$ cat config.mk
export PLATFORM = sky130hd
export DESIGN_NAME = bsgc_front
export DESIGN_NICKNAME = d
export VERILOG_FILES = /design/src/design/bitmap_set_get_count_engine_macros.svh /design/src/design/bsgc_pkg.sv /design/src/design/bsgc_front.sv
export SDC_FILE = /design/constraint.sdc
export NUM_CORES = 1
export LEC_CHECK = 0
export ABC_AREA = 1
export BUFFER_PORTS_ARGS = -buffer_cell sky130_fd_sc_hd__buf_4
export CELL_PAD_IN_SITES_DETAIL_PLACEMENT = 0
export CELL_PAD_IN_SITES_GLOBAL_PLACEMENT = 1
export CORE_ASPECT_RATIO = 1.25
export CORE_MARGIN = 2
export CORE_UTILIZATION = 38
export DETAILED_ROUTE_END_ITERATION = 8
export PLACE_DENSITY_LB_ADDON = 0.1
export SYNTH_ARGS = -nofsm -noshare
export SYNTH_HDL_FRONTEND = slang
export SYNTH_SLANG_ARGS = --single-unit
$ cat constraint.sdc
create_clock -name clk -period 13.29 [get_ports clk]
set_input_delay 3.3225 -clock clk [delete_from_list [all_inputs] [get_ports clk]]
set_output_delay 3.3225 -clock clk [all_outputs]
set_load 0.01 [all_outputs]
$ cat src/design/bitmap_set_get_count_engine_macros.svh
// ----------------------------------------------------------------------------
// bitmap set/get/count engine assertion macros
// concurrent check helpers, sampled on clk with rst_n low as disable
// ----------------------------------------------------------------------------
`ifndef BITMAP_SET_GET_COUNT_ENGINE_MACROS_SVH
`define BITMAP_SET_GET_COUNT_ENGINE_MACROS_SVH

// same-cycle implication
`define BSGC_ASSERT_IMP(lbl, ante, cons, msg) \
  lbl: assert property (@(posedge clk) disable iff (!rst_n) (ante) |-> (cons)) \
    else $error(msg);

// next-cycle implication
`define BSGC_ASSERT_NXT(lbl, ante, cons, msg) \
  lbl: assert property (@(posedge clk) disable iff (!rst_n) (ante) |=> (cons)) \
    else $error(msg);

`endif

$ cat src/design/bsgc_pkg.sv
// ----------------------------------------------------------------------------
// bsgc_pkg
// shared constants, word types and helpers of the bitmap engine
// ----------------------------------------------------------------------------
`timescale 1ns / 1ps

package bsgc_pkg;

  // bitmap capacity in bytes
  localparam int MAX_BYTES = 4096;
  localparam int ADDR_W    = (MAX_BYTES > 1) ? $clog2(MAX_BYTES) : 1;
  localparam int LEN_W     = $clog2(MAX_BYTES + 1);
  localparam int POS_W     = ADDR_W + 3;
  localparam int UNIT_W    = LEN_W + 3;
  localparam int CNT_W     = $clog2(MAX_BYTES * 8 + 1);
  localparam int RNG_W     = 34;

  // command queue
  localparam int Q_DEPTH = 2;
  localparam int Q_PTR_W = $clog2(Q_DEPTH);
  localparam int Q_CNT_W = $clog2(Q_DEPTH + 1);

  // command codes
  localparam logic [1:0] CMD_SET = 2'd0;
  localparam logic [1:0] CMD_GET = 2'd1;
  localparam logic [1:0] CMD_CNT = 2'd2;

  // status codes
  localparam logic [1:0] ST_OK       = 2'd0;
  localparam logic [1:0] ST_ABSENT   = 2'd1;
  localparam logic [1:0] ST_PAST_LEN = 2'd2;
  localparam logic [1:0] ST_PAST_CAP = 2'd3;

  // classified operation codes
  localparam logic [2:0] OP_NOP = 3'd0;
  localparam logic [2:0] OP_SET = 3'd1;
  localparam logic [2:0] OP_GET = 3'd2;
  localparam logic [2:0] OP_CNT = 3'd3;
  localparam logic [2:0] OP_CAP = 3'd4;

  typedef struct packed {
    logic [1:0]         command;
    logic [31:0]        bit_index;
    logic               wr_bit;
    logic signed [31:0] range_start;
    logic signed [31:0] range_end;
    logic               byte_mode;
  } bsgc_in_t;

  typedef struct packed {
    logic [1:0]  status;
    logic [15:0] answer;
  } bsgc_out_t;

  typedef struct packed {
    logic [2:0]         op;
    logic               over_cap;
    logic [ADDR_W-1:0]  addr;
    logic [2:0]         bit_sel;
    logic               wr_bit;
    logic signed [31:0] range_start;
    logic signed [31:0] range_end;
    logic               byte_mode;
  } bsgc_op_t;

  typedef struct packed {
    logic full;
    logic empty;
  } bsgc_q_stat_t;

  function automatic logic [3:0] pop8(input logic [7:0] b);
    logic [3:0] n;
    n = '0;
    for (int i = 0; i < 8; i++) begin
      n = n + {3'b000, b[i]};
    end
    return n;
  endfunction

  function automatic logic [15:0] sat16(input logic [CNT_W-1:0] c);
    logic [31:0] w;
    w = 32'(c);
    return (w > 32'h0000_FFFF) ? 16'hFFFF : w[15:0];
  endfunction

endpackage

$ cat src/design/bsgc_front.sv
// ----------------------------------------------------------------------------
// bsgc_front
// takes command words, classifies them and pushes them into the queue
// ----------------------------------------------------------------------------
`timescale 1ns / 1ps

module bsgc_front (
  input  logic                  clk,
  input  logic                  rst_n,
  input  logic                  start,
  input  bsgc_pkg::bsgc_in_t    in_data,
  input  logic                  clearing,
  input  bsgc_pkg::bsgc_q_stat_t q_stat,
  output logic                  busy,
  output logic                  push,
  output bsgc_pkg::bsgc_op_t    push_op
);

  import bsgc_pkg::*;

  logic     front_valid_r;
  logic     front_valid_nxt;
  bsgc_in_t item_r;
  logic     accept;
  logic     over_cap;

  assign push   = front_valid_r && !q_stat.full;
  assign busy   = clearing || (front_valid_r && q_stat.full);
  assign accept = start && !busy;

  // byte index past capacity, no length needed
  assign over_cap = item_r.bit_index[31:3] >= 29'(MAX_BYTES);

  always_comb begin
    push_op.over_cap    = over_cap;
    push_op.addr        = item_r.bit_index[ADDR_W+2:3];
    push_op.bit_sel     = item_r.bit_index[2:0];
    push_op.wr_bit      = item_r.wr_bit;
    push_op.range_start = item_r.range_start;
    push_op.range_end   = item_r.range_end;
    push_op.byte_mode   = item_r.byte_mode;
    case (item_r.command)
      CMD_SET: push_op.op = over_cap ? OP_CAP : OP_SET;
      CMD_GET: push_op.op = OP_GET;
      CMD_CNT: push_op.op = OP_CNT;
      default: push_op.op = OP_NOP;
    endcase
  end

  always_comb begin
    front_valid_nxt = front_valid_r;
    if (accept) begin
      front_valid_nxt = 1'b1;
    end else if (push) begin
      front_valid_nxt = 1'b0;
    end
  end

  always_ff @(posedge clk) begin
    if (!rst_n) begin
      front_valid_r <= 1'b0;
    end else begin
      front_valid_r <= front_valid_nxt;
    end
  end

  always_ff @(posedge clk) begin
    if (accept) begin
      item_r <= in_data;
    end
  end

endmodule

==> results_dict.tcl <==
set metrics [dict create \
    status "completed" \
    synth_top_cell_by_area "edfxtp_1" \
    ff2ff_path_depth 4 \
    vias_per_cell 4.09 \
    use_met2_pct 21.4 \
    syn-instance-count 220 \
    crit_slowest_cell "buf_4" \
    p_total_mw 0.678 \
    wl_mm 7.02 \
    clkPwrFrac_pct 37.3 \
    maxSlewHeadroom_pct 58.2 \
    netlist_area_um2 3810 \
    dr.pass1.iters 4 \
    die_y_um 116 \
    top_usage_layer "met2" \
    grt_usage_pct 12.3 \
    placed_area_um2 4810 \
    synth-seq-cells 101 \
    pwr-share-comb_pct 8.0 \
    critPathTopFamily "buffers and inverters" \
    avgSynthCellArea_um2 17.3 \
    post-route-cell-area_um2 5100 \
    cts_hold_buf 0 \
    min_period_ns 7.11 \
    antenna_found_initial 0 \
    seq_power_share_pct 54.6 \
    drc 0 \
    first_iter_violations 67 \
    clk_latency_ns 0.34 \
    critical_path_buf_inv_count 2 \
    layout.cells.non_filler 473 \
    finalSetupViolations 0 \
    min_period_over_period_pct 53.5 \
    cts_tree "built" \
    placeableCoreArea_um2 9660 \
    peakVddDrop_uv 73.9 \
    vias 1935 \
    nets 450 \
    power_density_nw_per_um2 133 \
    arrival_ns 3.79 \
    gp_congestion 0.707 \
    dp.cells 457 \
    cts_buffers 9 \
    whs_path_depth 4 \
    met3_usage_pct 4.42 \
    yosysTopAreaCellShare_pct 78.9 \
    grt_pass1_wl_mm 9.36 \
    worst-setup-path-type "input pin to output pin" \
    path_cells "buf_4 > nand2_1 > nand2_1 > buf_4" \
    final_common_cell "buf_4" \
    hp-start "front_valid_r$_SDFFE_PN0P_" \
    max_stage_delay_ns 0.16 \
    final_cell_mix "buf_4, edfxtp_1, nor2_1, nand2_1, clkbuf_16" \
    first_global_vias 1848 \
    worstPathRequired_ns 9.97 \
    fmax_mhz 141 \
    overflow 0 \
    finalClockSkew_ns 0.00537 \
    hp-class "register to register" \
    die_area_um2 10800 \
    initial_utilization_pct 39.4 \
    dp_hpwl_mm 5.30 \
    grt_max_degree 51 \
    cts_sinks 101 \
    rsz0062_at_grt "false" \
    post_drt_wl_per_cell_um 14.8 \
    ys_seq_area_share_pct 79.4 \
    switchingPower_mw 0.133 \
    ios 193 \
    p_sw_share_pct 19.7 \
    h-tree-depth 3 \
    postCtsSetupBuffers 0 \
    ys_types 12 \
    holdPathEnd "front_valid_r$_SDFFE_PN0P_" \
    hold_slack_ns 0.631 \
    die_w_um 93.5 \
    rows 40 \
    postRouteAntennaNets 0 \
    portBuffers 191 \
    use_met1_pct 12.1 \
    synth_warnings 0 \
    maxCapViolations 0 \
    cp-startpoint "q_stat[1]" \
    regToRegStartpoint "front_valid_r$_SDFFE_PN0P_" \
    cts_buffer_depth 2 \
    fin_tns_setup_ns 0 \
    hold_viol_final 0 \
    r2r_slack_ns 11.79 \
    p_leak_nw 2.12 \
    clkTransAtPathRegs_ns 0.06 \
    syn_nets 328 \
    synth.area.top_cells "edfxtp_1, buf_4, nor2_1" \
    worstSetupEndpointType "output pin" \
    start_kind "input pin" \
    slew_violations 0 \
    diodes 0 \
    drive_above_1_share_pct 61.1 \
    area_growth_pct 33.9 \
    cts_resized 0 \
    cts_root_buf "clkbuf_16" \
    internal_power_mw 0.544 \
    crit_fanout 2 \
    reg2reg_to "push_op[10]$_DFFE_PP_" \
    worst_pin_slew_ns 0.627 \
]
-- tightest hold or removal path, delay by kind of cell, from the launching register on --
kind                   cells  cell delay, ns
AND/OR/NAND/NOR            2            0.13
buffers and inverters      1            0.05
flip-flops                 1            0.33
AO/OA/AOI/OAI              1            0.09
-- cell families after synthesis --
kind of cell               synth area share [%]
AOI/OAI and AO/OA                         0.263
adders and majority gates                 0.657
buffers and inverters                      17.0
DFF                                        79.4
and+or+nand+nor                            2.73
-- synthesized netlist by cell type --
library cell / n
a21oi_1: 1
buf_4: 82
dfxtp_1: 1
edfxtp_1: 100
ha_1: 2
inv_1: 8
nand2_1: 9
nand3_1: 2
nor2_1: 11
nor2_2: 2
o21ai_0: 1
or2_0: 1
-- flip-flops by register name (all words and copies together), names as in the netlist --
name,flops
push_op,81
item_r,19
front_valid_r,1
-- power by group through the flow --
stage | logic (mW) | clock network, mW | registers, mW
5_1_grt | 0.0583 | 0.273 | 0.371
4_1_cts | 0.0555 | 0.263 | 0.370
2_1_floorplan | 0.0258 | 0 | 0.378
3_3_place_gp | 0.0544 | 0 | 0.377
3_5_place_dp | 0.0554 | 0 | 0.377
6_report | 0.0544 | 0.253 | 0.370
-- layer usage --
layer	vias up	wire length, µm
met2	87	3940
met4	0	168
met3	12	598
met5	-	0
met1	905	2310
li1	931	-
-- worst max path at each step --
stage / end / depth (start not counted)
after detailed placement: busy / 4
after floorplan: item_r[81]$_DFFE_PP_ / 3
after global placement: busy / 4
after CTS: busy / 4
final: busy / 4
after global routing: busy / 4
-- cell type report --
cell class                 count  area [µm²]
clock buffer                   9         225
clock inverter                 7        66.3
fill                         835        4560
inverter                       8        30.0
multi-input combinational     29         146
sequential                   101        3020
tap                          126         158
timing repair buffer         193        1450
-- per-stage QoR --
step	worst slack, ns	utilization, %
2_1_floorplan	5.06	-
3_3_place_gp	6.19	49.8
3_5_place_dp	6.18	49.8
4_1_cts	6.18	52.8
5_1_grt	6.13	52.8
6_report	6.18	52.8
Note: power is estimated with default switching activity, not from simulation.
