===== src/design/bitmap_set_get_count_engine_macros.svh =====
// ----------------------------------------------------------------------------
// bitmap set/get/count engine assertion macros
// concurrent check helpers, sampled on clk with rst_n low as disable
// ----------------------------------------------------------------------------
`ifndef BITMAP_SET_GET_COUNT_ENGINE_MACROS_SVH
`define BITMAP_SET_GET_COUNT_ENGINE_MACROS_SVH

// same-cycle implication
`define BSGC_ASSERT_IMP(lbl, ante, cons, msg) \
  lbl: assert property (@(posedge clk) disable iff (!rst_n) (ante) |-> (cons)) \
    else $error(msg);

// next-cycle implication
`define BSGC_ASSERT_NXT(lbl, ante, cons, msg) \
  lbl: assert property (@(posedge clk) disable iff (!rst_n) (ante) |=> (cons)) \
    else $error(msg);

`endif


===== src/design/bsgc_pkg.sv =====
// ----------------------------------------------------------------------------
// bsgc_pkg
// shared constants, word types and helpers of the bitmap engine
// ----------------------------------------------------------------------------
`timescale 1ns / 1ps

package bsgc_pkg;

  // bitmap capacity in bytes
  localparam int MAX_BYTES = 4096;
  localparam int ADDR_W    = (MAX_BYTES > 1) ? $clog2(MAX_BYTES) : 1;
  localparam int LEN_W     = $clog2(MAX_BYTES + 1);
  localparam int POS_W     = ADDR_W + 3;
  localparam int UNIT_W    = LEN_W + 3;
  localparam int CNT_W     = $clog2(MAX_BYTES * 8 + 1);
  localparam int RNG_W     = 34;

  // command queue
  localparam int Q_DEPTH = 2;
  localparam int Q_PTR_W = $clog2(Q_DEPTH);
  localparam int Q_CNT_W = $clog2(Q_DEPTH + 1);

  // command codes
  localparam logic [1:0] CMD_SET = 2'd0;
  localparam logic [1:0] CMD_GET = 2'd1;
  localparam logic [1:0] CMD_CNT = 2'd2;

  // status codes
  localparam logic [1:0] ST_OK       = 2'd0;
  localparam logic [1:0] ST_ABSENT   = 2'd1;
  localparam logic [1:0] ST_PAST_LEN = 2'd2;
  localparam logic [1:0] ST_PAST_CAP = 2'd3;

  // classified operation codes
  localparam logic [2:0] OP_NOP = 3'd0;
  localparam logic [2:0] OP_SET = 3'd1;
  localparam logic [2:0] OP_GET = 3'd2;
  localparam logic [2:0] OP_CNT = 3'd3;
  localparam logic [2:0] OP_CAP = 3'd4;

  typedef struct packed {
    logic [1:0]         command;
    logic [31:0]        bit_index;
    logic               wr_bit;
    logic signed [31:0] range_start;
    logic signed [31:0] range_end;
    logic               byte_mode;
  } bsgc_in_t;

  typedef struct packed {
    logic [1:0]  status;
    logic [15:0] answer;
  } bsgc_out_t;

  typedef struct packed {
    logic [2:0]         op;
    logic               over_cap;
    logic [ADDR_W-1:0]  addr;
    logic [2:0]         bit_sel;
    logic               wr_bit;
    logic signed [31:0] range_start;
    logic signed [31:0] range_end;
    logic               byte_mode;
  } bsgc_op_t;

  typedef struct packed {
    logic full;
    logic empty;
  } bsgc_q_stat_t;

  function automatic logic [3:0] pop8(input logic [7:0] b);
    logic [3:0] n;
    n = '0;
    for (int i = 0; i < 8; i++) begin
      n = n + {3'b000, b[i]};
    end
    return n;
  endfunction

  function automatic logic [15:0] sat16(input logic [CNT_W-1:0] c);
    logic [31:0] w;
    w = 32'(c);
    return (w > 32'h0000_FFFF) ? 16'hFFFF : w[15:0];
  endfunction

endpackage


===== src/design/bsgc_queue.sv =====
// ----------------------------------------------------------------------------
// bsgc_queue
// short fifo of classified operations between front and back
// ----------------------------------------------------------------------------
`timescale 1ns / 1ps

module bsgc_queue (
  input  logic                   clk,
  input  logic                   rst_n,
  input  logic                   push,
  input  bsgc_pkg::bsgc_op_t     push_op,
  input  logic                   pop,
  output bsgc_pkg::bsgc_op_t     head,
  output bsgc_pkg::bsgc_q_stat_t q_stat
);

  import bsgc_pkg::*;

  bsgc_op_t           slot_r [Q_DEPTH];
  logic [Q_PTR_W-1:0] wptr_r, wptr_nxt;
  logic [Q_PTR_W-1:0] rptr_r, rptr_nxt;
  logic [Q_CNT_W-1:0] fill_r, fill_nxt;
  logic               do_push;
  logic               do_pop;

  assign q_stat.full  = fill_r == Q_CNT_W'(Q_DEPTH);
  assign q_stat.empty = fill_r == '0;
  assign do_push      = push && !q_stat.full;
  assign do_pop       = pop && !q_stat.empty;
  assign head         = slot_r[rptr_r];

  always_comb begin
    wptr_nxt = do_push ? wptr_r + 1'b1 : wptr_r;
    rptr_nxt = do_pop ? rptr_r + 1'b1 : rptr_r;
    fill_nxt = fill_r;
    if (do_push && !do_pop) begin
      fill_nxt = fill_r + 1'b1;
    end else if (do_pop && !do_push) begin
      fill_nxt = fill_r - 1'b1;
    end
  end

  always_ff @(posedge clk) begin
    if (!rst_n) begin
      wptr_r <= '0;
      rptr_r <= '0;
      fill_r <= '0;
    end else begin
      wptr_r <= wptr_nxt;
      rptr_r <= rptr_nxt;
      fill_r <= fill_nxt;
    end
  end

  always_ff @(posedge clk) begin
    if (do_push) begin
      slot_r[wptr_r] <= push_op;
    end
  end

endmodule


===== config.mk =====
export PLATFORM = sky130hd
export DESIGN_NAME = bsgc_queue
export DESIGN_NICKNAME = d
export VERILOG_FILES = /design/src/design/bitmap_set_get_count_engine_macros.svh /design/src/design/bsgc_pkg.sv /design/src/design/bsgc_queue.sv
export SDC_FILE = /design/constraint.sdc
export NUM_CORES = 1
export LEC_CHECK = 0
export ABC_AREA = 1
export BUFFER_PORTS_ARGS = -buffer_cell sky130_fd_sc_hd__buf_2
export CORE_UTILIZATION = 50
export CTS_BUF_LIST = sky130_fd_sc_hd__clkbuf_8 sky130_fd_sc_hd__clkbuf_16
export DETAILED_ROUTE_END_ITERATION = 7
export MAX_ROUTING_LAYER = met4
export PLACE_DENSITY = 0.73
export SYNTH_ARGS = -nofsm -noshare
export SYNTH_HDL_FRONTEND = slang
export SYNTH_SLANG_ARGS = --single-unit

===== constraint.sdc =====
create_clock -name clk -period 8.6 [get_ports clk]
set_input_delay 1.72 -clock clk [delete_from_list [all_inputs] [get_ports clk]]
set_output_delay 1.72 -clock clk [all_outputs]
set_load 0.005 [all_outputs]

==> results of run 1 <==
## cells in the final DEF (no fill, tap or decap), drive strengths merged
cell type	netlist	routed
buf	9	177
edfxtp	170	170
mux2	85	85
clkbuf	0	17
inv	9	13
nor2	11	11
clkinv	0	7
nand2	6	6
dfxtp	5	5
o21ai	3	3
a21oi	1	1
nand3	1	1
nand4	1	1
ha	1	1
clkinvlp	0	1
bufinv	0	1
## cells by family (layout without fill, tap and decap cells)
family	Yosys count	count (layout)	share of synthesized area (%)
flops	175	175	81.55
mux	85	85	15.00
simple gates	19	19	1.176
buf+inv	18	216	1.764
compound gates	4	4	0.3135
fa+ha+maj	1	1	0.1960
## power groups by stage
stage	Sequential, uW	Combinational, uW	Clock [uW]
after CTS	1160	398	679
after detailed placement	1170	394	0
after global routing	1170	430	712
final	1150	389	668
after floorplan	1130	262	0
after global placement	1160	391	0
## metrics by stage
stage          utilization (%)  hold WS, ns
6_report                 64.98       0.5132
5_1_grt                  64.98       0.5533
4_1_cts                  64.98       0.5157
3_5_place_dp             60.79       0.4961
3_3_place_gp             60.79       0.4805
2_1_floorplan                -       0.4669
## final cells by class
type                    instances  share of cell area [%]
well taps                     168                   2.649
inverters                       9                  0.4257
multi-input cells             109                   13.61
clock inverters                13                   1.088
repair buffers                177                   11.23
clock buffers                  17                   5.361
flip-flops and latches        175                   65.64
## worst max-delay path: stages (launching register included)
cell,delay [ns]
dfxtp_4,1.06
mux2_2,0.43
buf_2,0.13
## worst max-delay path by stage
stage / end / cells past startpoint / startpoint / slack (ns)
floorplan: slot_r[0][0] / 2 / push / 2.65
global placement: slot_r[1][12] / 4 / push / 5.10
detailed placement: slot_r[1][13] / 4 / push / 5.02
global route: head[62] / 2 / flop / 4.64
finish: head[78] / 2 / flop / 4.75
CTS: head[6] / 2 / flop / 4.71
## registers in the layout, indices dropped and copies added, names as in the netlist, named ones only
name,cells
wptr_r,1
fill_r,2
rptr_r,1
slot_r,170
## layer usage
layer	vias up	wire length [um]
met2	133	5244
met3	13	906
li1	1546	-
met4	0	150
met1	1627	4431
met5	-	0
==> results.toml, run 1 <==
[outcome]
outcome = "finished, final reports clean"

[timing]
min_period_ns = 3.854
fmax_mhz = 259.5
max_slew.worst_pin.slew_ns = 1.157
fin_ws_ns = 4.746
grt_setup_unrepaired = "false"
setup_viol = 0
fin_crit_sh_pct = 44.81
relSlewSlack_pct = 22.85
maxSlewViolCount = 0
finClkSkew_ns = 0.007678
fin_setup_tns_ns = 0
hold_viol = 0

[min_path]
hold_depth = 2
min_to = "rptr_r"
hold_path.class = "reg -> reg"
min-delay-start = "rptr_r"

[global_routing]
grt_max_degree = 86
use_met3_pct = 6.062
grt_overflow_total = 0
grt_pass1_wl_um = 15810
met2_usage_pct = 26.67
grt-busiest-layer = "met2"
grt_usage_pct = 17.00
grt_pass1_vias = 3321
use_met1_pct = 19.90
antenna_found_initial = 0

[power]
power.switching_uw = 541.6
swShare_pct = 24.54
p_leak_uw = 0.003005
power_uw = 2208
p_seq_share_pct = 52.1
internal_power_uw = 1666
p_clk_share_pct = 30.3
power_density_nw_per_um2 = 278.2
max-vdd-ir-drop_mv = 0.3087
combPwrFrac_pct = 17.6

[floorplan]
fp.dieArea_sq_um = 13220
num_rows = 40
ios = 176
initial_utilization_pct = 52.26
die_w_um = 115.0
core_area_sq_um = 12210
die_h_um = 115.0

[placed_design]
dpl.hpwl_um = 6720
placed_cell_area_sq_um = 7423
dp_slack_ns = 5.015
port_buffers = 175
gp_congestion = 0.7058
dp.cells = 638

[clock_tree]
path_clk_slew_ns = 0.06
ctsRootBufferMaster = "clkbuf_16"
insertion_delay_ns = 0.42
cts.sinks = 175
ctsHtreeMaxLevel = 4
cts_resized = 0
numCtsBuffers = 17
cts_max_path_buffers = 2
post-cts-setup-buffers = 0
holdBufCountCts = 0
tritoncts = "built"

[synthesis]
synth_fp_nets = 392
syn-instance-count = 302
ys_seq_elements = 175
yosysWarnings = 0
synth_top_area_share_pct = 79.98
syn_area_per_cell_sq_um = 21.13
synth_common_cells = "edfxtp_1 (170), mux2_1 (50), mux2_2 (35)"
ys.flop_type = "edfxtp_1"
yosysTopAreaCell = "edfxtp_1"
synth-async-reset-ratio_pct = 0
synth_area_sq_um = 6382
synth_area_leaders = "edfxtp_1 (80%), mux2_1 (8.8%), mux2_2 (6.2%), dfxtp_1 (1.6%), buf_6 (0.88%)"
synth_edf_count = 170
yosysUniqueCellTypes = 15
synth.most_common_cell = "edfxtp_1"
synth-seq-area-share_pct = 81.55

[detailed_routing]
vias = 3319
wl_per_cell_um = 16.07
ant_nets = 0
first_pass_iters = 4
wirelength_um = 10730
drt_iter0_drc = 258
vias_per_cell = 4.969
drc = 0

[final_layout]
final_cells = 668
layout-drive-gt1-share_pct = 47.40
fin_area_sq_um = 7935
ff_latch_area_sq_um = 5209
area_growth_pct = 24.33
antenna_cells = 0
multi_input_area_sq_um = 1080
nNetsFinal = 579
fill_cells = 894

[critical_path]
crit_type = "reg -> out"
cp-end-kind = "primary output"
required_ns = 6.88
start_kind = "flop"
reg2reg_from = "fill_r[0]"
critical_path_arrival_ns = 2.13
worst_r2r_path_depth = 3
worstPathMaxFanout = 85
r2r-end = "slot_r[1][50]"
r2r_setup_slack_ns = 6.36

[job]
cap_violations = 0
No activity file was read; power rests on OpenSTA's default activity.
==> inputs of run 2 (changes only) <==
Clock period 8.6 ns to 3.85 ns, I/O delays scaled along.
==> results.toml, run 2 (same netlist as run 1, synthesis figures left out) <==
[outcome]
outcome = "finished, final reports clean"

[final_layout]
top_register = "slot_r"
fill_cells = 887
ff_latch_area_sq_um = 5209
final_cell_mix = "buf_2 (175), edfxtp_1 (170), mux2_1 (50)"
nNetsFinal = 582
largest_register_ffs = 170
largestRegisters = "slot_r x170, fill_r x2"
area_growth_pct = 26.11
layout-drive-gt1-share_pct = 49.31
multi_input_area_sq_um = 1080
final_common_cell = "buf_2"

[timing]
maxSlewViolCount = 0
hold_viol = 0
grt_setup_unrepaired = "false"
min_period_ns = 2.780
fin_ws_ns = 1.070
fmax_mhz = 359.8
finClkSkew_ns = 0.003777
setup_viol = 0
max_slew.worst_pin.slew_ns = 0.7690
fin_crit_sh_pct = 72.20
relSlewSlack_pct = 48.19

[detailed_routing]
drt_iter0_drc = 184
wirelength_um = 10990
ant_nets = 0
drc = 0
wl_per_cell_um = 16.30
vias_per_cell = 4.917
first_pass_iters = 4
vias = 3314

[floorplan]
initial_utilization_pct = 52.26
die_w_um = 115.0
core_area_sq_um = 12210
die_h_um = 115.0
fp.dieArea_sq_um = 13220
ios = 176
num_rows = 40

[placed_design]
dpl.hpwl_um = 7295
gp_congestion = 0.6918
dp_slack_ns = 1.489
port_buffers = 175

[clock_tree]
cts.sinks = 175
path_clk_slew_ns = 0.06
cts_resized = 0
ctsRootBufferMaster = "clkbuf_16"
tritoncts = "built"
holdBufCountCts = 0
ctsHtreeMaxLevel = 4
numCtsBuffers = 17
post-cts-setup-buffers = 0
insertion_delay_ns = 0.41
cts_max_path_buffers = 2

[global_routing]
antenna_found_initial = 1
grt_usage_pct = 17.77
grt_max_degree = 48
grt_pass1_wl_um = 16600
grt_overflow_total = 0
grt_pass1_vias = 3370

[critical_path]
worst_r2r_path_depth = 9
crit_type = "reg -> out"
reg2reg_from = "fill_r[1]"
critical_path_arrival_ns = 2.01
r2r-end = "fill_r[1]"
cp-end-kind = "primary output"
start_kind = "flop"
worstPathMaxFanout = 47
required_ns = 3.08
r2r_setup_slack_ns = 1.91

[min_path]
min-delay-start = "rptr_r"
min_to = "rptr_r"
hold_path.class = "reg -> reg"
hold_depth = 2

[power]
p_leak_uw = 0.003043
power_uw = 5114
max-vdd-ir-drop_mv = 0.4472
power_density_nw_per_um2 = 635.4

[job]
cap_violations = 0
## run 2: power breakdown
part	total [uW]	switching (uW)	leakage (uW)	internal (uW)
clock network	1660	700	0.000282	963
registers	2520	107	0.00163	2410
logic	935	477	0.00113	458
## run 2: routing by layer
layer | part of all wire [%] | up-vias | global-route usage [%]
li1 | - | 1566 | -
met5 | 0 | - | -
met2 | 48 | 134 | 28.15
met3 | 6.2 | 16 | 5.219
met4 | 1.6 | 0 | 7.619
met1 | 44 | 1598 | 21.32
## run 2: final cells by class
class	count	share of cell area [%]
clock inverter	15	2.021
antenna	1	0.03109
timing repair buffer	180	11.50
sequential	175	64.71
multi-input combinational	109	13.42
tap	168	2.612
inverter	9	0.4197
clock buffer	17	5.285
## run 2: worst max-delay path by stage
| stage | endpoint | depth (start not counted) | slack, ns | startpoint |
|---|---|---|---|---|
| 6_report | head[30] | 3 | 1.07 | flop |
| 5_1_grt | head[24] | 3 | 0.95 | flop |
| 4_1_cts | head[30] | 3 | 1.03 | flop |
| 3_5_place_dp | head[30] | 3 | 1.49 | flop |
| 3_3_place_gp | head[30] | 3 | 1.50 | flop |
| 2_1_floorplan | slot_r[0][0] | 2 | -1.15 | push |
## run 2: critical path: stages, from the launching register on
cell	delay [ns]
dfxtp_4	0.69
buf_12	0.32
mux2_1	0.39
buf_2	0.14
## run 2: stage by stage
step	utilization (%)	setup TNS [ns]	instances	area, sq um	hold slack [ns]
global placement	61.08	0	641	7458	0.4807
CTS	65.89	0	673	8046	0.5154
global route	65.91	0	674	8049	0.5188
detailed placement	61.08	0	641	7458	0.4973
floorplan	-	-195.13	302	6382	0.4669
finish	65.91	0	674	8049	0.5196
==> inputs of run 3 (changes only) <==
Settings changed: ABC_AREA 1 to 0.
Clock period 3.85 ns to 2.79 ns, I/O delays scaled along.
==> results.toml, run 3 <==
[outcome]
outcome = "finished, final reports clean"

[critical_path]
critical_path_arrival_ns = 1.68
worst_r2r_path_depth = 3
cp_cell_sequence = "buf_4, mux2_2, buf_2"
start_kind = "flop"
crit_type = "reg -> out"
worstPathMaxFanout = 30
required_ns = 2.23
cpPeakStageDelay_ns = 0.40
cp-end-kind = "primary output"
path_delay_family = "buffers and inverters"
crit_slowest_cell = "mux2_2"
worst-path-buf-inv = 2
reg2reg_from = "fill_r[0]"
r2r_setup_slack_ns = 1.00
r2r-end = "slot_r[1][37]"

[floorplan]
num_rows = 40
die_w_um = 114.9
fp.dieArea_sq_um = 13210
core_area_sq_um = 12210
ios = 176
die_h_um = 114.9
initial_utilization_pct = 52.20

[timing]
fin_crit_sh_pct = 80.14
setup_viol = 0
fin_setup_tns_ns = 0
finClkSkew_ns = 0.006095
fin_ws_ns = 0.5542
maxSlewViolCount = 0
hold_viol = 0
min_period_ns = 2.236
fmax_mhz = 447.3
max_slew.worst_pin.slew_ns = 0.4421
relSlewSlack_pct = 70.53
grt_setup_unrepaired = "false"

[synthesis]
syn_area_per_cell_sq_um = 22.06
synth-seq-area-share_pct = 81.65
syn-instance-count = 289
synth-async-reset-ratio_pct = 0
synth.most_common_cell = "edfxtp_1"
synth_area_sq_um = 6375
yosysWarnings = 0
ys.flop_type = "edfxtp_1"
yosysUniqueCellTypes = 23
ys_seq_elements = 175
synth_fp_nets = 379
synth_area_leaders = "edfxtp_1 (80%), mux2_1 (8.8%), mux2_2 (6.2%), dfxtp_1 (1.6%), buf_6 (0.88%)"
yosysTopAreaCell = "edfxtp_1"
synth_top_area_share_pct = 80.08
synth_common_cells = "edfxtp_1 (170), mux2_1 (50), mux2_2 (35)"
synth_edf_count = 170

[global_routing]
grt_max_degree = 73
grt_pass1_wl_um = 16660
grt_overflow_total = 0
antenna_found_initial = 0
grt_pass1_vias = 3463
grt_usage_pct = 17.96

[detailed_routing]
vias_per_cell = 4.965
wl_met1_um = 4656
drt_iter0_drc = 136
drc = 0
wirelength_um = 10930
ant_nets = 0
wl_met2_um = 5329
wl_met3_um = 779
first_pass_iters = 4
wl_per_cell_um = 16.54
vias = 3282
dr.max_layer_used = "met4"

[final_layout]
largest_register_ffs = 170
final_cell_mix = "buf_2 (175), edfxtp_1 (170), mux2_1 (50)"
fill_cells = 857
top_register = "slot_r"
final_common_cell = "buf_2"
area_growth_pct = 28.50
layout-drive-gt1-share_pct = 50.91
antenna_cells = 0
ff_latch_area_sq_um = 5210
nNetsFinal = 570
multi_input_area_sq_um = 1102
final_cells = 661
largestRegisters = "slot_r x170, fill_r x2"

[placed_design]
dp.cells = 629
port_buffers = 175
gp_congestion = 0.7210
dp_slack_ns = 0.7983
dpl.hpwl_um = 7004

[min_path]
hold_depth = 1
hold_path.class = "in -> reg"
min-delay-start = "push_op[75]"
min_to = "slot_r[1][75]"

[clock_tree]
path_clk_slew_ns = 0.06
cts_max_path_buffers = 2
holdBufCountCts = 0
numCtsBuffers = 17
insertion_delay_ns = 0.41
post-cts-setup-buffers = 0
cts_resized = 0
cts.sinks = 175
ctsRootBufferMaster = "clkbuf_16"
tritoncts = "built"
ctsHtreeMaxLevel = 4

[power]
p_leak_uw = 0.003091
max-vdd-ir-drop_mv = 0.6488
power_density_nw_per_um2 = 938.6

[job]
cap_violations = 0
## run 3: cell types whose count changed after synthesis, sizes merged, moves of 2 or more
cell	change
nor2	-9
inv	-7
nand2	-6
and2	+3
a21boi	+2
xnor2	+2
## run 3: worst max path at each step
stage,from,endpoint,depth (start not counted)
after CTS,flop,head[76],3
final,flop,head[72],3
after global placement,push,slot_r[1][52],3
after floorplan,fill_r[0],slot_r[0][0],3
after global routing,flop,head[72],3
after detailed placement,push,slot_r[1][52],3
## run 3: metal layers
layer | global-route usage [%] | vias up
met5 | - | -
met4 | 8.139 | 0
met3 | 5.746 | 13
met2 | 28.11 | 132
met1 | 21.33 | 1615
li1 | - | 1522
## run 3: layout make-up
cell class / count / area share, %
Inverter: 2 / 0.1527
Tap cell: 168 / 2.566
Clock inverter: 15 / 3.330
Sequential cell: 175 / 63.60
Timing Repair Buffer: 181 / 11.70
Clock buffer: 17 / 5.193
Multi-Input combinational cell: 103 / 13.46
## run 3: worst register-to-register path, cell delays in order, from the launching register on
cell and delay, ns:
dfxtp_2 0.38, nand2b_4 0.16, and3_4 0.48, buf_4 0.43
## run 3: power breakdown
| part | internal, uW | switching [uW] | total [uW] |
|---|---|---|---|
| clock network | 1840 | 894 | 2740 |
| registers | 3300 | 90.0 | 3390 |
| logic | 769 | 789 | 1560 |
| total | 5920 | 1770 | 7690 |
## run 3: cells by family (layout without fill, tap and decap cells)
family	Yosys count	in the layout	synth area share [%]
flip-flops	175	175	81.65
adder cells (fa/ha/maj)	1	1	0.1962
buffers and inverters	11	215	1.354
AO/OA/AOI/OAI	5	5	0.5103
XOR/XNOR	3	3	0.4122
AND/OR/NAND/NOR	9	9	0.8639
multiplexers	85	85	15.01
## run 3: stage by stage
step           power, uW  hold slack [ns]  utilization (%)  area (sq um)
2_1_floorplan       4373           0.5172                -          6396
3_3_place_gp        4991           0.5382            61.36          7493
3_5_place_dp        5031           0.5553            61.36          7493
4_1_cts             7775           0.3125            67.08          8192
5_1_grt             8016           0.3104            67.08          8192
6_report            7689           0.3285            67.08          8192
